File: src/rtl/core/deq_pkg.sv
`default_nettype none

package deq_pkg;

    // Width of one stored element
    localparam int unsigned WORD_W = 32;

    // Value reported for a missing element
    localparam logic signed [WORD_W-1:0] INT_MIN = 32'sh8000_0000;

    typedef enum logic [1:0] {
        OP_PUSH_FRONT = 2'd0,
        OP_PUSH_REAR  = 2'd1,
        OP_POP_FRONT  = 2'd2,
        OP_POP_REAR   = 2'd3
    } t_op;

    typedef enum logic [1:0] {
        ST_DONE  = 2'd0,
        ST_FULL  = 2'd1,
        ST_EMPTY = 2'd2
    } t_status;

    typedef enum logic {
        S_IDLE = 1'b0,
        S_LOAD = 1'b1
    } t_state;

endpackage

`default_nettype wire

File: src/rtl/core/deq_ram.sv
`default_nettype none

module deq_ram #(
    parameter int unsigned WIDTH = 32,
    parameter int unsigned DEPTH = 16
) (
    input  wire logic                     i_clk,
    input  wire logic                     i_we,
    input  wire logic [$clog2(DEPTH)-1:0] i_waddr,
    input  wire logic [WIDTH-1:0]         i_wdata,
    input  wire logic                     i_re,
    input  wire logic [$clog2(DEPTH)-1:0] i_raddr,
    output logic      [WIDTH-1:0]         o_rdata
);

    logic [WIDTH-1:0] r_mem [DEPTH];

    // Write one entry, register the read data
    always_ff @(posedge i_clk) begin
        if (i_we) begin
            r_mem[i_waddr] <= i_wdata;
        end
        if (i_re) begin
            o_rdata <= r_mem[i_raddr];
        end
    end

endmodule

`default_nettype wire

File: src/rtl/core/double_ended_queue.sv
`default_nettype none

// Channel   Direction  Handshake                 Payload
// input     in         i_in_valid / o_in_ready   i_operation, i_value_in
// result    out        o_out_valid / i_out_ready o_popped_value, o_status, o_front_value,
//                                                o_rear_value, o_is_empty, o_occupancy
//
// Each transaction goes from idle to load: the accept cycle updates the pointers and
// writes or reads the slot RAM, and the load state takes the registered RAM read data
// into the cached end value and the result register once the result register is free.
// Front and rear values are cached in registers so a pop needs at most one RAM read.
// Reset clears state, pointers, count, refill flags and output valid; slot contents stay undefined.
// A full result register that is not taken holds the load state.

module double_ended_queue #(
    parameter int unsigned DEPTH = 16
) (
    input  wire logic                                i_clk,
    input  wire logic                                i_rst_n,
    input  wire logic                                i_in_valid,
    output logic                                     o_in_ready,
    input  wire logic [1:0]                          i_operation,
    input  wire logic signed [deq_pkg::WORD_W-1:0]   i_value_in,
    output logic                                     o_out_valid,
    input  wire logic                                i_out_ready,
    output logic signed [deq_pkg::WORD_W-1:0]        o_popped_value,
    output logic [1:0]                               o_status,
    output logic signed [deq_pkg::WORD_W-1:0]        o_front_value,
    output logic signed [deq_pkg::WORD_W-1:0]        o_rear_value,
    output logic                                     o_is_empty,
    output logic [$clog2(DEPTH+1)-1:0]               o_occupancy
);

    localparam int unsigned IW = $clog2(DEPTH);
    localparam int unsigned CW = $clog2(DEPTH + 1);
    localparam int unsigned SW = CW + 1;

    deq_pkg::t_state r_state, n_state;
    logic [IW-1:0]   r_front_idx, n_front_idx;
    logic [CW-1:0]   r_count, n_count;
    logic            r_fill_front, n_fill_front;
    logic            r_fill_rear, n_fill_rear;
    logic            r_out_valid, n_out_valid;

    logic signed [deq_pkg::WORD_W-1:0] r_front_val, n_front_val;
    logic signed [deq_pkg::WORD_W-1:0] r_rear_val, n_rear_val;
    logic signed [deq_pkg::WORD_W-1:0] r_pend_popped, n_pend_popped;
    deq_pkg::t_status                  r_pend_status, n_pend_status;

    logic signed [deq_pkg::WORD_W-1:0] r_out_popped, n_out_popped;
    deq_pkg::t_status                  r_out_status, n_out_status;
    logic signed [deq_pkg::WORD_W-1:0] r_out_front, n_out_front;
    logic signed [deq_pkg::WORD_W-1:0] r_out_rear, n_out_rear;
    logic                              r_out_empty, n_out_empty;
    logic [CW-1:0]                     r_out_count, n_out_count;

    logic                        ram_we;
    logic [IW-1:0]               ram_waddr;
    logic                        ram_re;
    logic [IW-1:0]               ram_raddr;
    logic [deq_pkg::WORD_W-1:0]  ram_rdata;

    logic [SW-1:0] tail_sum;
    logic [IW-1:0] tail_idx;
    logic [IW-1:0] rear_idx;
    logic [IW-1:0] rear_prev;
    logic [IW-1:0] front_dec;
    logic [IW-1:0] front_inc;
    logic          is_full;
    logic          is_none;
    logic          load_ok;

    deq_ram #(
        .WIDTH (deq_pkg::WORD_W),
        .DEPTH (DEPTH)
    ) u_slots (
        .i_clk   (i_clk),
        .i_we    (ram_we),
        .i_waddr (ram_waddr),
        .i_wdata (i_value_in),
        .i_re    (ram_re),
        .i_raddr (ram_raddr),
        .o_rdata (ram_rdata)
    );

    // Ring positions around the current front
    always_comb begin
        tail_sum = SW'(r_front_idx) + SW'(r_count);
        if (tail_sum >= SW'(DEPTH)) begin
            tail_sum = tail_sum - SW'(DEPTH);
        end
        tail_idx  = tail_sum[IW-1:0];
        rear_idx  = (tail_idx == '0) ? IW'(DEPTH - 1) : tail_idx - IW'(1);
        rear_prev = (rear_idx == '0) ? IW'(DEPTH - 1) : rear_idx - IW'(1);
        front_dec = (r_front_idx == '0) ? IW'(DEPTH - 1) : r_front_idx - IW'(1);
        front_inc = (r_front_idx == IW'(DEPTH - 1)) ? '0 : r_front_idx + IW'(1);
        is_full   = (r_count == CW'(DEPTH));
        is_none   = (r_count == '0);
        load_ok   = !r_out_valid || i_out_ready;
    end

    assign o_in_ready = (r_state == deq_pkg::S_IDLE);

    // Next state, pointer update and RAM access
    always_comb begin
        n_state       = r_state;
        n_front_idx   = r_front_idx;
        n_count       = r_count;
        n_fill_front  = r_fill_front;
        n_fill_rear   = r_fill_rear;
        n_front_val   = r_front_val;
        n_rear_val    = r_rear_val;
        n_pend_popped = r_pend_popped;
        n_pend_status = r_pend_status;
        n_out_valid   = r_out_valid && !i_out_ready;
        n_out_popped  = r_out_popped;
        n_out_status  = r_out_status;
        n_out_front   = r_out_front;
        n_out_rear    = r_out_rear;
        n_out_empty   = r_out_empty;
        n_out_count   = r_out_count;
        ram_we        = 1'b0;
        ram_waddr     = tail_idx;
        ram_re        = 1'b0;
        ram_raddr     = front_inc;

        unique case (r_state)
            deq_pkg::S_IDLE: begin
                if (i_in_valid) begin
                    n_state       = deq_pkg::S_LOAD;
                    n_fill_front  = 1'b0;
                    n_fill_rear   = 1'b0;
                    n_pend_popped = deq_pkg::INT_MIN;
                    n_pend_status = deq_pkg::ST_DONE;
                    unique case (deq_pkg::t_op'(i_operation))
                        deq_pkg::OP_PUSH_FRONT: begin
                            if (is_full) begin
                                n_pend_status = deq_pkg::ST_FULL;
                            end else begin
                                ram_we      = 1'b1;
                                ram_waddr   = front_dec;
                                n_front_idx = front_dec;
                                n_count     = r_count + CW'(1);
                                n_front_val = i_value_in;
                                if (is_none) begin
                                    n_rear_val = i_value_in;
                                end
                            end
                        end
                        deq_pkg::OP_PUSH_REAR: begin
                            if (is_full) begin
                                n_pend_status = deq_pkg::ST_FULL;
                            end else begin
                                ram_we     = 1'b1;
                                ram_waddr  = tail_idx;
                                n_count    = r_count + CW'(1);
                                n_rear_val = i_value_in;
                                if (is_none) begin
                                    n_front_val = i_value_in;
                                end
                            end
                        end
                        deq_pkg::OP_POP_FRONT: begin
                            if (is_none) begin
                                n_pend_status = deq_pkg::ST_EMPTY;
                            end else begin
                                n_pend_popped = r_front_val;
                                n_front_idx   = front_inc;
                                n_count       = r_count - CW'(1);
                                // Refill the front cache from the next slot
                                if (r_count > CW'(1)) begin
                                    ram_re       = 1'b1;
                                    ram_raddr    = front_inc;
                                    n_fill_front = 1'b1;
                                end
                            end
                        end
                        deq_pkg::OP_POP_REAR: begin
                            if (is_none) begin
                                n_pend_status = deq_pkg::ST_EMPTY;
                            end else begin
                                n_pend_popped = r_rear_val;
                                n_count       = r_count - CW'(1);
                                // Refill the rear cache from the slot before it
                                if (r_count > CW'(1)) begin
                                    ram_re      = 1'b1;
                                    ram_raddr   = rear_prev;
                                    n_fill_rear = 1'b1;
                                end
                            end
                        end
                    endcase
                end
            end
            deq_pkg::S_LOAD: begin
                // Hold while the result register is still occupied
                if (load_ok) begin
                    n_state      = deq_pkg::S_IDLE;
                    n_fill_front = 1'b0;
                    n_fill_rear  = 1'b0;
                    if (r_fill_front) begin
                        n_front_val = ram_rdata;
                    end
                    if (r_fill_rear) begin
                        n_rear_val = ram_rdata;
                    end
                    n_out_valid  = 1'b1;
                    n_out_popped = r_pend_popped;
                    n_out_status = r_pend_status;
                    n_out_empty  = is_none;
                    n_out_count  = r_count;
                    n_out_front  = is_none ? deq_pkg::INT_MIN : n_front_val;
                    n_out_rear   = is_none ? deq_pkg::INT_MIN : n_rear_val;
                end
            end
        endcase
    end

    // Control registers
    always_ff @(posedge i_clk) begin
        if (!i_rst_n) begin
            r_state      <= deq_pkg::S_IDLE;
            r_front_idx  <= '0;
            r_count      <= '0;
            r_fill_front <= 1'b0;
            r_fill_rear  <= 1'b0;
            r_out_valid  <= 1'b0;
        end else begin
            r_state      <= n_state;
            r_front_idx  <= n_front_idx;
            r_count      <= n_count;
            r_fill_front <= n_fill_front;
            r_fill_rear  <= n_fill_rear;
            r_out_valid  <= n_out_valid;
        end
    end

    // Payload registers
    always_ff @(posedge i_clk) begin
        r_front_val   <= n_front_val;
        r_rear_val    <= n_rear_val;
        r_pend_popped <= n_pend_popped;
        r_pend_status <= n_pend_status;
        r_out_popped  <= n_out_popped;
        r_out_status  <= n_out_status;
        r_out_front   <= n_out_front;
        r_out_rear    <= n_out_rear;
        r_out_empty   <= n_out_empty;
        r_out_count   <= n_out_count;
    end

    assign o_out_valid    = r_out_valid;
    assign o_popped_value = r_out_popped;
    assign o_status       = r_out_status;
    assign o_front_value  = r_out_front;
    assign o_rear_value   = r_out_rear;
    assign o_is_empty     = r_out_empty;
    assign o_occupancy    = r_out_count;

`ifndef SYNTH
    a_count_bound: assert property (@(posedge i_clk) disable iff (!i_rst_n)
        r_count <= CW'(DEPTH))
        else $error("element count above depth");

    a_one_refill: assert property (@(posedge i_clk) disable iff (!i_rst_n)
        !(r_fill_front && r_fill_rear))
        else $error("both end caches marked for refill");

    a_accept_load: assert property (@(posedge i_clk) disable iff (!i_rst_n)
        (i_in_valid && o_in_ready) |=> (r_state == deq_pkg::S_LOAD))
        else $error("accepted transaction did not reach the load cycle");

    a_empty_count: assert property (@(posedge i_clk) disable iff (!i_rst_n)
        o_out_valid |-> (o_is_empty == (o_occupancy == '0)))
        else $error("empty flag disagrees with occupancy");
`endif

endmodule

`default_nettype wire

File: config.mk
export PLATFORM = sky130hd
export DESIGN_NAME = double_ended_queue
export DESIGN_NICKNAME = d
export VERILOG_FILES = /design/src/rtl/core/deq_pkg.sv /design/src/rtl/core/deq_ram.sv /design/src/rtl/core/double_ended_queue.sv
export SDC_FILE = /design/constraint.sdc
export NUM_CORES = 1
export LEC_CHECK = 0
export BUFFER_PORTS_ARGS = -buffer_cell sky130_fd_sc_hd__buf_2
export CAP_MARGIN = 20
export CORE_MARGIN = 2
export CORE_UTILIZATION = 63
export CTS_BUF_LIST = sky130_fd_sc_hd__clkbuf_4
export CTS_CLUSTER_SIZE = 40
export DETAILED_ROUTE_END_ITERATION = 10
export PLACE_DENSITY_LB_ADDON = 0.15
export SLEW_MARGIN = 20
export SYNTH_ARGS = -nofsm -noshare
export SYNTH_HDL_FRONTEND = slang
export SYNTH_SLANG_ARGS = --single-unit
File: constraint.sdc
create_clock -name i_clk -period 5.2 [get_ports i_clk]
set_clock_uncertainty 0.05 [all_clocks]
set_input_delay 0 -clock i_clk [delete_from_list [all_inputs] [get_ports i_clk]]
set_output_delay 0 -clock i_clk [all_outputs]
set_load 0.05 [all_outputs]
==> out/results.ini, run 1 <==
[outcome]
status=completed

[synthesis]
synthFlopType=edfxtp_1
yosysWarnings=0
synth_seq_area_share_pct=76.8
syn_area_um2=29500
synth.avg_cell_area_um2=19.1
synth_edf_count=746
synth_nets=1599
syn_inst=1547
ys_types=55
synth_seq_cells=759
synth-async-reset-ratio_pct=0

[flow_run]
max_cap_violations=0

[global_routing]
grt_pass1_vias=16500
track_usage_pct=29.0
gr-total-overflow=0
antenna_found_initial=2
grt_pass1_wl_um=100000
grt_start_max_net_pins=69

[timing]
finalSetupViolations=0
hold_violations=0
worst_slew_pin_slew_ns=0.924
min_period_over_period_pct=86.7
drv_slew=0
tns_ns=0
max_freq_mhz=222
slew_headroom_pct=38.2
hold_ws_ns=0.326
period_minus_slack_ns=4.51
rsz0062_at_grt=false

[setup_path]
crit_chain=ha_1, fa_1, inv_1, ha_1, inv_1, o41ai_2, xor2_1, o21ai_4, buf_12, mux4_2, a22oi_1, nand2_1
worst_path_max_delay_cell=mux4_2
start_kind=flop
crit_family=compound AO/OA/AOI/OAI gates
worst-path-max-fanout=37
cp.arrival_ns=5.19
endpoint_kind=flop
worst-endpoint-required_ns=5.88
crit_type=flop to flop
crit_path_max_incr_delay_ns=0.56
crit_buf_inv=3

[layout]
area_delta_synth_final_pct=17.2
fin_util_pct=74.6
final_cell_mix=746 x edfxtp_1, 253 x clkbuf_4, 143 x buf_2, 138 x nor2_1, 128 x mux4_2
final_cell_count_no_fill=2680
finalNetCount=1995
layout-drive-gt1-share_pct=29.7
final_common_cell=edfxtp_1

[floorplan]
die-width_um=220
coreArea_um2=46400
pin_count=144
die-area_um2=48600
initial_core_util_pct=63.6
row_count=79
die_y_um=220

[min_path]
min_path_type=input pin to flop

[route]
drt_iter0_drc=1924
drc=0
wirelength_um=67600
vias=16400
drtPass1Iterations=5
ant_nets=0
wl_per_cell_um=25.2
viasPerCell=6.13

[clock_network]
numCtsBuffers=179
post-cts-setup-buffers=0
cts_buffer_depth=3
clk_latency_ns=1.03
cts.sinks=759
cts_root_buf=clkbuf_4
h-tree-depth=4
clk_pin_slew_ns=0.06
cts_tree=yes

[place]
dp_hpwl_um=36700
port_buffers=143
routabilityCongestion=0.880
dp_cells=2261

[power]
ir_drop_mv=0.276
cellPowerDensity_nw_per_um2=400
power.static_leakage_nw=11.8

cells in the mapped netlist, types with 3 or more instances:
library cell  count  area [µm²]
buf_4            10        75.1
a22oi_1          67         503
nor3_1            4        20.0
nand2b_1          7        43.8
inv_1            13        48.8
edfxtp_1        746       22400
mux2i_1         101        1010
a211oi_1          3        22.5
dfxtp_1          13         260
xor2_1            5        43.8
buf_6             5        56.3
o21ai_0          12        60.1
ha_1             13         163
mux4_2          128        2880
inv_2             3        11.3
nand2_1          62         233
a21oi_1          76         380
nor2_1          158         593
clkbuf_1         44         165
buf_2             5        25.0
nand3_1           5        25.0
and2_1            7        43.8
buf_1            15        56.3
xnor2_1           7        61.3
worst paths after layout:
kind / endpoint / slack, ns / from / depth (start not counted)
min: r_front_idx[0] / 0.33 / i_operation[0] / 5
max: u_slots.o_rdata[21] / 0.69 / r_count[0] / 12
min reg2reg: o_popped_value[16] / 0.34 / r_pend_popped[16] / 0
max reg2reg: u_slots.o_rdata[21] / 0.69 / r_count[0] / 12
kinds of logic (layout without fill, tap and decap cells):
family | Yosys count | count (layout) | synth area share (%)
multiplexers | 229 | 229 | 13.2
flip-flops | 759 | 759 | 76.8
XOR/XNOR | 12 | 12 | 0.356
AND/OR/NAND/NOR | 254 | 254 | 3.52
AO/OA/AOI/OAI | 184 | 184 | 4.00
adder cells (fa/ha/maj) | 14 | 14 | 0.619
other | 0 | 5 | 0
buffers and inverters | 95 | 616 | 1.48
state kept, by name (all words and copies together) (netlist names):
register         flops
r_fill_front         1
r_rear_val          32
u_slots.o_rdata     32
r_front_idx          4
r_fill_rear          1
o_is_empty           1
r_state              1
r_pend_status        2
o_popped_value      32
r_pend_popped       32
u_slots.r_mem      512
o_front_value       32
o_rear_value        32
r_count              5
o_out_valid          1
o_status             2
r_front_val         32
o_occupancy          5
worst reg2reg max path, cell delays in order (launching register included):
cell and delay (ns):
dfxtp_1 0.49, ha_1 0.26, fa_1 0.47, inv_1 0.17, ha_1 0.22, inv_1 0.08, o41ai_2 0.51, xor2_1 0.18
o21ai_4 0.54, buf_12 0.35, mux4_2 0.63, a22oi_1 0.22, nand2_1 0.07
per-stage QoR:
stage	setup WS, ns	total power [mW]	instance area (µm²)
floorplan	1.56	8.67	29500
global route	0.354	14.4	34600
CTS	0.629	13.9	34600
global placement	0.834	9.20	31300
finish	0.692	13.8	34600
detailed placement	0.680	9.24	31300
metal layers:
layer / wire (µm) / GRT usage (%) / share of wire (%)
met5: 0 / 0 / 0
met4: 1090 / 9.37 / 1.6
met3: 6800 / 7.41 / 10
met2: 32100 / 43.9 / 48
met1: 27600 / 42.4 / 41
cell type report:
class | instances | area (µm²)
antenna | 5 | 12.5
clock buffer | 253 | 1900
clock inverter | 53 | 318
fill | 2670 | 11800
inverter | 16 | 62.6
multi-input combinational | 693 | 6570
sequential | 759 | 22700
tap | 607 | 759
timing repair buffer | 294 | 2290
where the power goes:
group / total [mW] / internal [mW] / switching, mW
Sequential: 7.20 / 7.08 / 0.118
Combinational: 1.98 / 0.721 / 1.26
Clock: 4.66 / 2.43 / 2.23
Total: 13.8 / 10.2 / 3.61
repair_timing:
item / CTS / global route
hold endpoints to repair: 747 / 0
resized for setup: 0 / 0
hold buffers: 108 / 0
No activity file was read; power rests on OpenSTA's default activity.
==> inputs of run 2 (changes only) <==
Settings changed: CORE_ASPECT_RATIO set to 0.6.
==> run 2 against run 1 <==
Effect of this change: cell count decreased by 0.60%; flip-flop and latch count unchanged; final area is 0.83% lower; highest routed layer is now met5.
==> out/results.ini, run 2 (same netlist as run 1, synthesis figures left out) <==
[outcome]
status=completed

[layout]
final_cell_mix=746 x edfxtp_1, 241 x clkbuf_4, 143 x buf_2, 138 x nor2_1, 128 x mux4_2
top_register=u_slots.r_mem
layout-drive-gt1-share_pct=30.5
final_cell_count_no_fill=2664
finalNetCount=1973
final_area_um2=34300
final_common_cell=edfxtp_1
largest_register_ffs=512
area_delta_synth_final_pct=16.3

[setup_path]
worst-path-max-fanout=30
regToRegStartpoint=r_front_idx[0]
endpoint_kind=flop
cp.arrival_ns=5.10
worst-endpoint-required_ns=5.74
crit_type=flop to flop
start_kind=flop
rrSetupSlack_ns=0.64
r2r-end=u_slots.o_rdata[9]
worstRegToRegCells=12

[global_routing]
grt_start_max_net_pins=89
gr-total-overflow=0
grt_pass1_vias=16600
grt_pass1_wl_um=103000
track_usage_pct=29.2
antenna_found_initial=3

[place]
dp_hpwl_um=38500
place_area_um2=31300
port_buffers=143
dp_cells=2294
routabilityCongestion=0.804

[timing]
finalSetupViolations=0
worst_slew_pin_slew_ns=0.961
rsz0062_at_grt=false
drv_slew=0
period_minus_slack_ns=4.56
slew_headroom_pct=35.8
min_period_over_period_pct=87.6
max_freq_mhz=219
tns_ns=0
hold_violations=0

[power]
cellPowerDensity_nw_per_um2=399
power.total_mw=13.7
ir_drop_mv=0.289
power.static_leakage_nw=11.7

[floorplan]
coreArea_um2=46300
pin_count=144
die-width_um=283
initial_core_util_pct=63.8
row_count=61
die-area_um2=48600
die_y_um=172

[route]
drc=0
drtPass1Iterations=7
wl_per_cell_um=26.1
vias=16500
drt_iter0_drc=2270
ant_nets=0
viasPerCell=6.20
wirelength_um=69500

[min_path]
hold-path-endpoint=u_slots.r_mem[8][4]
min_path_cells=2
min_path_type=input pin to flop
min_from=i_value_in[4]

[clock_network]
clk_latency_ns=0.89
clk_pin_slew_ns=0.09
numCtsBuffers=166
cts_root_buf=clkbuf_4
h-tree-depth=4
cts.sinks=759
cts_buffer_depth=3
cts_tree=yes

[flow_run]
max_cap_violations=0

[run 2: worst max path at each step]
stage	startpoint	end	cells after the start
finish	r_front_idx[0]	u_slots.o_rdata[9]	12
global route	r_count[0]	u_slots.o_rdata[24]	12
CTS	r_count[0]	u_slots.o_rdata[16]	12
detailed placement	r_count[0]	u_slots.o_rdata[24]	12
global placement	r_count[0]	u_slots.o_rdata[17]	12
floorplan	r_count[1]	u_slots.r_mem[4][0]	9
[run 2: layout make-up]
class | instances | area (µm²)
Inverter | 16 | 62.6
Fill cell | 2780 | 12000
Antenna cell | 2 | 5.00
Timing Repair Buffer | 285 | 2130
Clock buffer | 241 | 1810
Multi-Input combinational cell | 693 | 6590
Clock inverter | 38 | 248
Sequential cell | 759 | 22700
Tap cell | 630 | 788
[run 2: worst max-delay path, cell delays in order, from the launching register on]
cell     delay (ns)
dfxtp_1        0.49
ha_1           0.25
fa_1           0.49
inv_1          0.19
ha_1           0.24
inv_1          0.09
o41ai_2        0.53
xor2_1         0.19
o21ai_4        0.56
buf_12         0.33
mux4_2         0.55
a22oi_1        0.21
nand2_1        0.08
[run 2: what timing repair did]
action / 4_1_cts / 5_1_grt
setup buffers: 0 / 0
gates resized for setup: 0 / 0
hold endpoints to repair: 678 / 1
hold buffers: 88 / 1
[run 2: per-stage QoR]
step                      util, %  worst slack, ns  hold WS [ns]
final                        74.2            0.644        0.0617
after global routing         74.2            0.364        0.0201
after CTS                    74.1            0.609      0.000444
after floorplan                 -             1.56        0.0489
after global placement       67.7            0.796         0.228
after detailed placement     67.8            0.636         0.272
[run 2: where the power goes]
part / switching, mW / leakage, nW / internal (mW)
registers: 0.115 / 6.94 / 7.08
logic: 1.28 / 3.53 / 0.721
clock network: 2.26 / 1.22 / 2.23
[run 2: layer usage]
metal	routed length, µm	part of all wire, %	vias up	GRT usage (%)
met2	33700	48	910	46.9
met1	27400	40	8449	41.3
met3	6990	10	91	6.43
met4	1340	1.9	2	8.70
li1	-	-	7065	-
met5	11	0.016	-	0
